File: config.mk
export PLATFORM = sky130hd
export DESIGN_NAME = msrc_chan_bank
export DESIGN_NICKNAME = d
export VERILOG_FILES = /design/src/sv/msrc_pkg.sv /design/src/sv/msrc_chan_bank.sv
export SDC_FILE = /design/constraint.sdc
export NUM_CORES = 1
export LEC_CHECK = 0
export BUFFER_PORTS_ARGS = -buffer_cell sky130_fd_sc_hd__buf_2
export CORE_MARGIN = 8
export CORE_UTILIZATION = 60
export CTS_CLUSTER_DIAMETER = 80
export CTS_CLUSTER_SIZE = 16
export DETAILED_ROUTE_END_ITERATION = 6
export PLACE_DENSITY = 0.81
export SLEW_MARGIN = 25
export SYNTH_ARGS = -nofsm -noshare
export SYNTH_HDL_FRONTEND = slang
export SYNTH_SLANG_ARGS = --single-unit
File: constraint.sdc
create_clock -name clk -period 3.18 [get_ports clk]
set_input_delay 0.159 -clock clk [delete_from_list [all_inputs] [get_ports clk]]
set_output_delay 0.159 -clock clk [all_outputs]
set_load 0.03 [all_outputs]
File: src/sv/msrc_pkg.sv
// ---------------------------------------------------------------------------
// msrc_pkg: shared types and constants for the step run controller
// Holds the channel count, counter width, operation codes, the per-channel
// run state encoding and the item and result records.
// ---------------------------------------------------------------------------
`default_nettype none

package msrc_pkg;

  // channel count and step counter width
  localparam int CHANNELS    = 4;
  localparam int COUNT_WIDTH = 16;

  // fixed field widths of the request and result items
  localparam int OP_W    = 2;
  localparam int CH_W    = 2;
  localparam int STEP_W  = 16;
  localparam int VEC_W   = 4;

  // channels that show up in the per-channel bit vectors
  localparam int VIS_CH = (CHANNELS < VEC_W) ? CHANNELS : VEC_W;

  // operation codes
  typedef enum logic [OP_W-1:0] {
    OP_START = 2'd0,
    OP_TICK  = 2'd1,
    OP_STEP  = 2'd2,
    OP_NONE  = 2'd3
  } op_t;

  // per-channel run state, one-hot
  typedef enum logic [2:0] {
    RS_STOPPED = 3'b001,
    RS_PENDING = 3'b010,
    RS_RUNNING = 3'b100
  } run_state_t;

  // one input request
  typedef struct packed {
    logic [OP_W-1:0]   op;
    logic [CH_W-1:0]   channel;
    logic [STEP_W-1:0] step_count;
    logic              forward;
  } item_t;

  // one result
  typedef struct packed {
    logic             rejected;
    logic             finished;
    logic [VEC_W-1:0] drive_enable;
    logic [VEC_W-1:0] direction_bits;
    logic [VEC_W-1:0] busy_bits;
  } res_t;

endpackage

`default_nettype wire

File: src/sv/msrc_chan_bank.sv
// ---------------------------------------------------------------------------
// msrc_chan_bank: per-channel run state, step counters and directions
// Applies one request per fire cycle to all channels in parallel and
// produces the result as seen after the update.
// ---------------------------------------------------------------------------
`default_nettype none

module msrc_chan_bank import msrc_pkg::*; (
  input  wire logic  clk,
  input  wire logic  rst_n,
  input  wire logic  fire,
  input  wire item_t item,
  output res_t       res
);

  run_state_t             state_r   [CHANNELS];
  run_state_t             state_nxt [CHANNELS];
  logic [COUNT_WIDTH-1:0] rem_r     [CHANNELS];
  logic [COUNT_WIDTH-1:0] rem_nxt   [CHANNELS];
  logic [CHANNELS-1:0]    dir_r;
  logic [CHANNELS-1:0]    dir_nxt;

  logic [CHANNELS-1:0]    hit;
  logic [CHANNELS-1:0]    start_ok;
  logic [CHANNELS-1:0]    step_end;
  logic [COUNT_WIDTH-1:0] load_cnt;
  logic [COUNT_WIDTH-1:0] dec_cnt   [CHANNELS];

  assign load_cnt = COUNT_WIDTH'(item.step_count);

  // next state of every channel for the current request
  always_comb begin
    for (int i = 0; i < CHANNELS; i++) begin
      hit[i]       = (32'(item.channel) == i);
      state_nxt[i] = state_r[i];
      rem_nxt[i]   = rem_r[i];
      dir_nxt[i]   = dir_r[i];
      start_ok[i]  = 1'b0;
      step_end[i]  = 1'b0;
      dec_cnt[i]   = rem_r[i] - COUNT_WIDTH'(1);
      unique case (op_t'(item.op))
        OP_START: begin
          if (hit[i] && state_r[i] == RS_STOPPED) begin
            start_ok[i]  = 1'b1;
            state_nxt[i] = RS_PENDING;
            rem_nxt[i]   = load_cnt;
            dir_nxt[i]   = item.forward;
          end
        end
        OP_TICK: begin
          if (state_r[i] == RS_PENDING) begin
            state_nxt[i] = RS_RUNNING;
          end
        end
        OP_STEP: begin
          if (hit[i] && state_r[i] == RS_RUNNING) begin
            rem_nxt[i] = dec_cnt[i];
            if (dec_cnt[i] == '0) begin
              state_nxt[i] = RS_STOPPED;
              step_end[i]  = 1'b1;
            end
          end
        end
        OP_NONE: begin
        end
        default: begin
        end
      endcase
    end
  end

  // result fields from the updated state
  always_comb begin
    res                = '0;
    res.rejected       = (op_t'(item.op) == OP_START) && !(|start_ok);
    res.finished       = |step_end;
    for (int i = 0; i < VIS_CH; i++) begin
      res.drive_enable[i]   = (state_nxt[i] == RS_RUNNING);
      res.busy_bits[i]      = (state_nxt[i] != RS_STOPPED);
      res.direction_bits[i] = dir_nxt[i];
    end
  end

  // state registers
  always_ff @(posedge clk) begin
    if (!rst_n) begin
      for (int i = 0; i < CHANNELS; i++) begin
        state_r[i] <= RS_STOPPED;
        rem_r[i]   <= '0;
      end
      dir_r <= '0;
    end else if (fire) begin
      for (int i = 0; i < CHANNELS; i++) begin
        state_r[i] <= state_nxt[i];
        rem_r[i]   <= rem_nxt[i];
      end
      dir_r <= dir_nxt;
    end
  end

`ifndef NO_ASSERTIONS
  // a start is never both rejected and finishing
  a_rej_fin: assert property (@(posedge clk) disable iff (!rst_n)
    fire |-> !(res.rejected && res.finished))
    else $error("rejected and finished together");

  // only a start can be rejected
  a_rej_op: assert property (@(posedge clk) disable iff (!rst_n)
    fire && res.rejected |-> (op_t'(item.op) == OP_START))
    else $error("rejected on a non-start request");

  // after a tick nothing is left pending
  a_tick: assert property (@(posedge clk) disable iff (!rst_n)
    fire && (op_t'(item.op) == OP_TICK) |-> (res.drive_enable == res.busy_bits))
    else $error("pending channel left after tick");

  // a finished channel reads as idle and its run state is stopped next cycle
  a_fin_idle: assert property (@(posedge clk) disable iff (!rst_n)
    fire && res.finished |-> (op_t'(item.op) == OP_STEP) &&
                             (VIS_CH <= 32'(item.channel) ||
                              !res.busy_bits[item.channel]))
    else $error("finished channel still busy");
`endif

endmodule

`default_nettype wire

==> results of run 1 <==
## tightest hold or removal path: cells and delay by family
kind,cells,cell delay [ns]
simple gates,1,0.07
compound gates,1,0.05
buf+inv,1,0.15
## final cells by class
class	instances	area, sq um	share of cell area (%)
Multi-Input combinational cell	498	3334	50.27
Sequential cell	80	2362	35.62
Timing Repair Buffer	82	546.8	8.244
Tap cell	111	138.9	2.094
Clock buffer	9	123.9	1.868
Inverter	17	63.81	0.9621
Clock inverter	7	62.56	0.9432
## final timing paths
check,endpoint,cells after the start,from
worst max-delay path,res[1],8,rem_r[1][0]
worst min-delay path,dir_r[1],3,fire
worst max register to register,state_r[1][2],8,rem_r[1][0]
worst min register to register,dir_r[1],2,dir_r[1]
## where the power goes
part / total [mW] / internal [mW] / switching, mW
registers: 1.31 / 1.22 / 0.0857
logic: 0.539 / 0.210 / 0.330
clock network: 0.738 / 0.299 / 0.439
total: 2.59 / 1.73 / 0.855
## metrics by stage
stage	utilization [%]	hold WS (ns)	total power, mW
after detailed placement	66.12	0.4708	1.793
after floorplan	-	0.3328	1.631
after global placement	66.12	0.4489	1.778
after CTS	69.07	0.1123	2.512
after global routing	72.12	0.1251	2.666
final	72.12	0.1184	2.588
## state kept, by name (all words and copies together), names as in the netlist
register,count
rem_r,64
state_r,12
dir_r,4
## layer usage
layer,global-route usage (%),routed length [microns],up-vias
met5,0,0,-
met4,9.414,522,0
met3,5.378,1670,44
met2,41.51,8250,350
met1,32.98,6967,2623
li1,-,-,2491
## cells by family (layout without fill, tap and decap cells)
logic type	Yosys count	in the layout
AOI/OAI and AO/OA	165	165
buffers and inverters	56	115
adders and majority gates	8	8
DFF	80	80
muxes	8	8
xor gates and xnor gates	50	50
and+or+nand+nor	267	267
## cell usage after synthesis (all sizes together), types with 5 or more instances
library cell  count
a211oi            6
a21oi            73
a31oi            12
clkbuf           36
edfxtp           76
ha                8
inv              17
nand2            47
nand2b           16
nand3             6
nand4             8
nand4b            6
nor2             57
nor2b             5
nor3             32
nor3b             7
nor4             25
nor4b            10
o21ai            35
o21bai            6
o31ai             5
or2               7
or3               8
or4              13
xnor2            31
xor2             19
## what timing repair did
item,in CTS,in global routing
gates resized for setup,12,40
gates cloned,0,0
setup endpoints to repair,7,9
pin swaps,2,7
buffers inserted,4,12
==> impl_metrics.json, run 1 <==
{
  "synthesis.area_sq_um": 5678,
  "grt-ovfl-total": 0,
  "relSlewSlack_pct": 27.80,
  "powerDensity_nw_per_um2": 390.1,
  "diodes": 0,
  "core_sq_um": 9196,
  "drive_above_1_share_pct": 21.65,
  "io_pins": 38,
  "slew_violations": 0,
  "status": "finished, violations left",
  "syn2layout_area_growth_pct": 16.81,
  "setup_violations": 2,
  "antenna_left": 0,
  "maxCapViolCount": 0,
  "drt_wl_total_mm": 17.41,
  "setup_tns_ns": -0.08588,
  "synth_ff_type": "edfxtp_1",
  "crit_chain": "buf_6 > ha_4 > or4b_4 > nor4b_4 > o2111ai_2 > or4_4 > a211o_1 > buf_4",
  "grtUsageTotal_pct": 25.61,
  "place_ws_ns": 0.03681,
  "crit_required_ns": 3.02,
  "final_cell_mix": "76 x edfxtp_1, 73 x a21oi_1, 55 x nor2_1",
  "cts_max_level": 3,
  "ir_worst_vdd_mv": 0.2493,
  "placed_cells": 772,
  "synthMuxAreaShare_pct": 1.498,
  "cts_sinks": 80,
  "fin_crit_ns": 3.224,
  "fin_area_sq_um": 6633,
  "critPathMaxStageDelay_ns": 0.61,
  "violations": "setup timing",
  "firstDrtPassIters": 5,
  "dieWidth_microns": 113.3,
  "period_share_pct": 101.4,
  "drt_iter0_markers": 705,
  "ys_warn_count": 0,
  "clkTransAtPathRegs_ns": 0.09,
  "synth_compound_area_share_pct": 17.34,
  "nets": 720,
  "seq_area_frac_synth_pct": 41.60,
  "hold_class": "in2reg",
  "numCtsBuffers": 9,
  "max_freq_mhz": 310.2,
  "antenna_found_initial": 0,
  "stdcell_count": 804,
  "synthAdderAreaFrac_pct": 1.763,
  "synth_top_area_share_pct": 40.19,
  "cts_root_buf": "clkbuf_8",
  "leakage_nw": 2.352,
  "tightest_slew_ns": 1.072,
  "cts_buffer_depth": 2,
  "crit_family": "simple AND/OR/NAND/NOR gates",
  "wl_per_cell_microns": 21.66,
  "insertion_delay_ns": 0.37,
  "path_max_fanout": 4,
  "netlist_instances": 634,
  "finalClockSkew_ns": 0.01443,
  "grt_pass1_vias": 5068,
  "core.rowCount": 35,
  "vias": 5508,
  "start_util_pct": 61.74,
  "yosys_register_bits": 80,
  "synth.distinct_cells": 61,
  "cts_tree": "yes",
  "worst_slack_ns": -0.04416,
  "synth-xor-area-share_pct": 7.713,
  "io_buffers": 37,
  "setup.worst_path.end_class": "output pin",
  "synth_top_family_by_area": "simple AND/OR/NAND/NOR gates",
  "cp_data_arrival_time_ns": 3.07,
  "vias_per_cell": 6.851,
  "crit_path_start_kind": "flip-flop",
  "gp_congestion": 0.9718,
  "hpwlAfterDp_mm": 11.68,
  "synth_area_per_cell_sq_um": 8.956,
  "rsz0062_at_grt": "true",
  "async_reset_ff_share_pct": 0,
  "ctsHoldBuffers": 0,
  "crit_path_top_delay_cell": "or4_4",
  "final_common_cell": "edfxtp_1",
  "grt_max_degree": 36,
  "critPathKind": "reg2out",
  "path_buf_inv": 2,
  "synth.area.top_cells": "edfxtp_1 40%, a21oi_1 6.4%, xnor2_1 4.8%",
  "die-area_sq_um": 12830,
  "synth_edf_count": 76,
  "synth_simple_gate_area_share_pct": 26.20,
  "synth_area_leader_cell": "edfxtp_1",
  "hold_viol": 0,
  "die_h_microns": 113.3,
  "fill_cells": 665,
  "drc": 0,
  "grt_pass1_wl_mm": 26.11,
  "synth.net_count": 666,
  "place_area_sq_um": 6081,
  "r2r_setup_slack_ns": 0.43
}
Power figures use the tool's default switching activity.
==> run 2: changes to the inputs <==
REMOVE_ABC_BUFFERS = 1   (was not set)
==> run 2 against run 1 <==
The flow finishes with violations (DRC, setup timing); combinational power shrank 1%; worst setup slack gained 0.028 ns; largest cell class unchanged; sequential power is essentially flat.
==> impl_metrics.json, run 2 (synthesized netlist as in run 1, its figures left out) <==
{
  "ir_worst_vdd_mv": 0.2706,
  "core.rowCount": 35,
  "worst_slack_ns": -0.01661,
  "drt_iter0_markers": 697,
  "max_freq_mhz": 312.8,
  "wl_per_cell_microns": 20.90,
  "grt_max_degree": 33,
  "p_clk_share_pct": 33.7,
  "relSlewSlack_pct": 28.37,
  "hold_class": "in2reg",
  "setup_tns_ns": -0.01661,
  "fin_util_pct": 72.93,
  "rsz0062_at_grt": "true",
  "hpwlAfterDp_mm": 11.57,
  "io_pins": 38,
  "hold_viol": 0,
  "cts_tree": "yes",
  "finalClockSkew_ns": 0.01652,
  "antenna_left": 0,
  "grtUsageTotal_pct": 25.66,
  "clkTransAtPathRegs_ns": 0.09,
  "cts_root_buf": "clkbuf_8",
  "firstDrtPassIters": 7,
  "crit_required_ns": 3.02,
  "dieWidth_microns": 113.3,
  "fill_cells": 675,
  "p_sw_share_pct": 29.59,
  "path_max_fanout": 4,
  "p_seq_share_pct": 47.2,
  "regMostFlops": "rem_r",
  "cts_buffer_depth": 2,
  "setup.worst_path.end_class": "output pin",
  "slew_violations": 0,
  "fin_crit_ns": 3.197,
  "violations": "DRC, setup timing",
  "grt_pass1_vias": 5212,
  "cts_max_level": 3,
  "total_power_mw": 2.783,
  "largest_reg_flops": 64,
  "cp_data_arrival_time_ns": 3.04,
  "antenna_found_initial": 0,
  "p_int_mw": 1.959,
  "p_comb_share_pct": 19.1,
  "ctsHoldBuffers": 0,
  "nets": 724,
  "drt_wl_total_mm": 16.89,
  "gp_congestion": 0.9835,
  "ff_latch_area_sq_um": 2362,
  "final_cell_mix": "76 x edfxtp_1, 73 x a21oi_1, 55 x nor2_1",
  "final_common_cell": "edfxtp_1",
  "maxCapViolCount": 0,
  "diodes": 0,
  "multi_input_area_sq_um": 3328,
  "drive_above_1_share_pct": 22.24,
  "powerDensity_nw_per_um2": 414.9,
  "io_buffers": 37,
  "period_share_pct": 100.5,
  "status": "finished, violations left",
  "grt_pass1_wl_mm": 26.10,
  "start_util_pct": 61.74,
  "numCtsBuffers": 9,
  "critPathKind": "reg2out",
  "die-area_sq_um": 12830,
  "setup_violations": 1,
  "tightest_slew_ns": 1.063,
  "p_sw_uw": 823.4,
  "die_h_microns": 113.3,
  "reg.largest.list": "rem_r (64), state_r (12), dir_r (4)",
  "crit_path_start_kind": "flip-flop",
  "vias": 5453,
  "vias_per_cell": 6.749,
  "cts_sinks": 80,
  "syn2layout_area_growth_pct": 18.11,
  "leakage_nw": 2.392,
  "core_sq_um": 9196,
  "grt-ovfl-total": 0,
  "insertion_delay_ns": 0.36,
  "drc": 13
}
run 2: changes by cell type in the layout (fill, tap and decap cells not counted), sizes merged:
cell,before,now
buf,81,84
bufinv,0,3
clkinv,3,1
inv,20,18
clkbuf,10,11
clkinvlp,1,2
run 2: cell type report:
cell class	instances	area share [%]
multi-input combinational	498	49.63
inverter	17	0.9515
sequential	80	35.22
clock inverter	7	1.772
tap	111	2.071
clock buffer	9	1.847
timing repair buffer	86	8.507
run 2: worst max-delay path: stages, from the launching register on:
cell and delay (ns):
edfxtp_1 0.41, or4_4 0.55, buf_4 0.15, or3_1 0.35, a221oi_2 0.48, nor4b_4 0.10
buf_4 0.19, a211oi_2 0.24, buf_4 0.21
run 2: per-layer routing:
| layer | GRT usage (%) | up-vias | share of wire (%) |
|---|---|---|---|
| met3 | 6.709 | 82 | 11 |
| li1 | - | 2503 | - |
| met1 | 32.31 | 2526 | 39 |
| met2 | 39.84 | 342 | 45 |
| met4 | 13.06 | 0 | 4.8 |
| met5 | 0 | - | 0 |
run 2: metrics by stage:
stage,cells,worst slack (ns),hold slack (ns),instance area [sq um]
3_5_place_dp,774,0.1694,0.4646,6096
3_3_place_gp,774,0.3063,0.4504,6096
5_1_grt,808,-0.08329,0.1463,6706
4_1_cts,794,-0.002022,0.1140,6430
2_1_floorplan,595,-0.3004,0.2950,5522
6_report,808,-0.01661,0.1199,6706
run 2: path summary, 6_finish.rpt:
path / slack [ns] / depth (start not counted) / to / startpoint
hold / removal: 0.12 / 3 / dir_r[1] / fire
setup / recovery: -0.02 / 8 / res[10] / rem_r[2][6]
setup reg to reg: 0.45 / 7 / state_r[2][0] / rem_r[2][6]
hold reg to reg: 0.47 / 2 / dir_r[1] / dir_r[1]
run 2: timing repair:
item                                   4_1_cts  5_1_grt
buffers inserted                             4       14
setup endpoints to repair                    7        9
pin swaps                                    1        5
endpoints found under the hold margin        0        0
gates cloned                                 0        0
gates resized for setup                     14       31
run 2: power by group through the flow:
stage	registers (mW)	logic [mW]	clock network, mW
finish	1.31	0.533	0.938
global route	1.32	0.575	0.971
CTS	1.30	0.478	0.932
detailed placement	1.33	0.463	0
global placement	1.32	0.452	0
floorplan	1.32	0.297	0
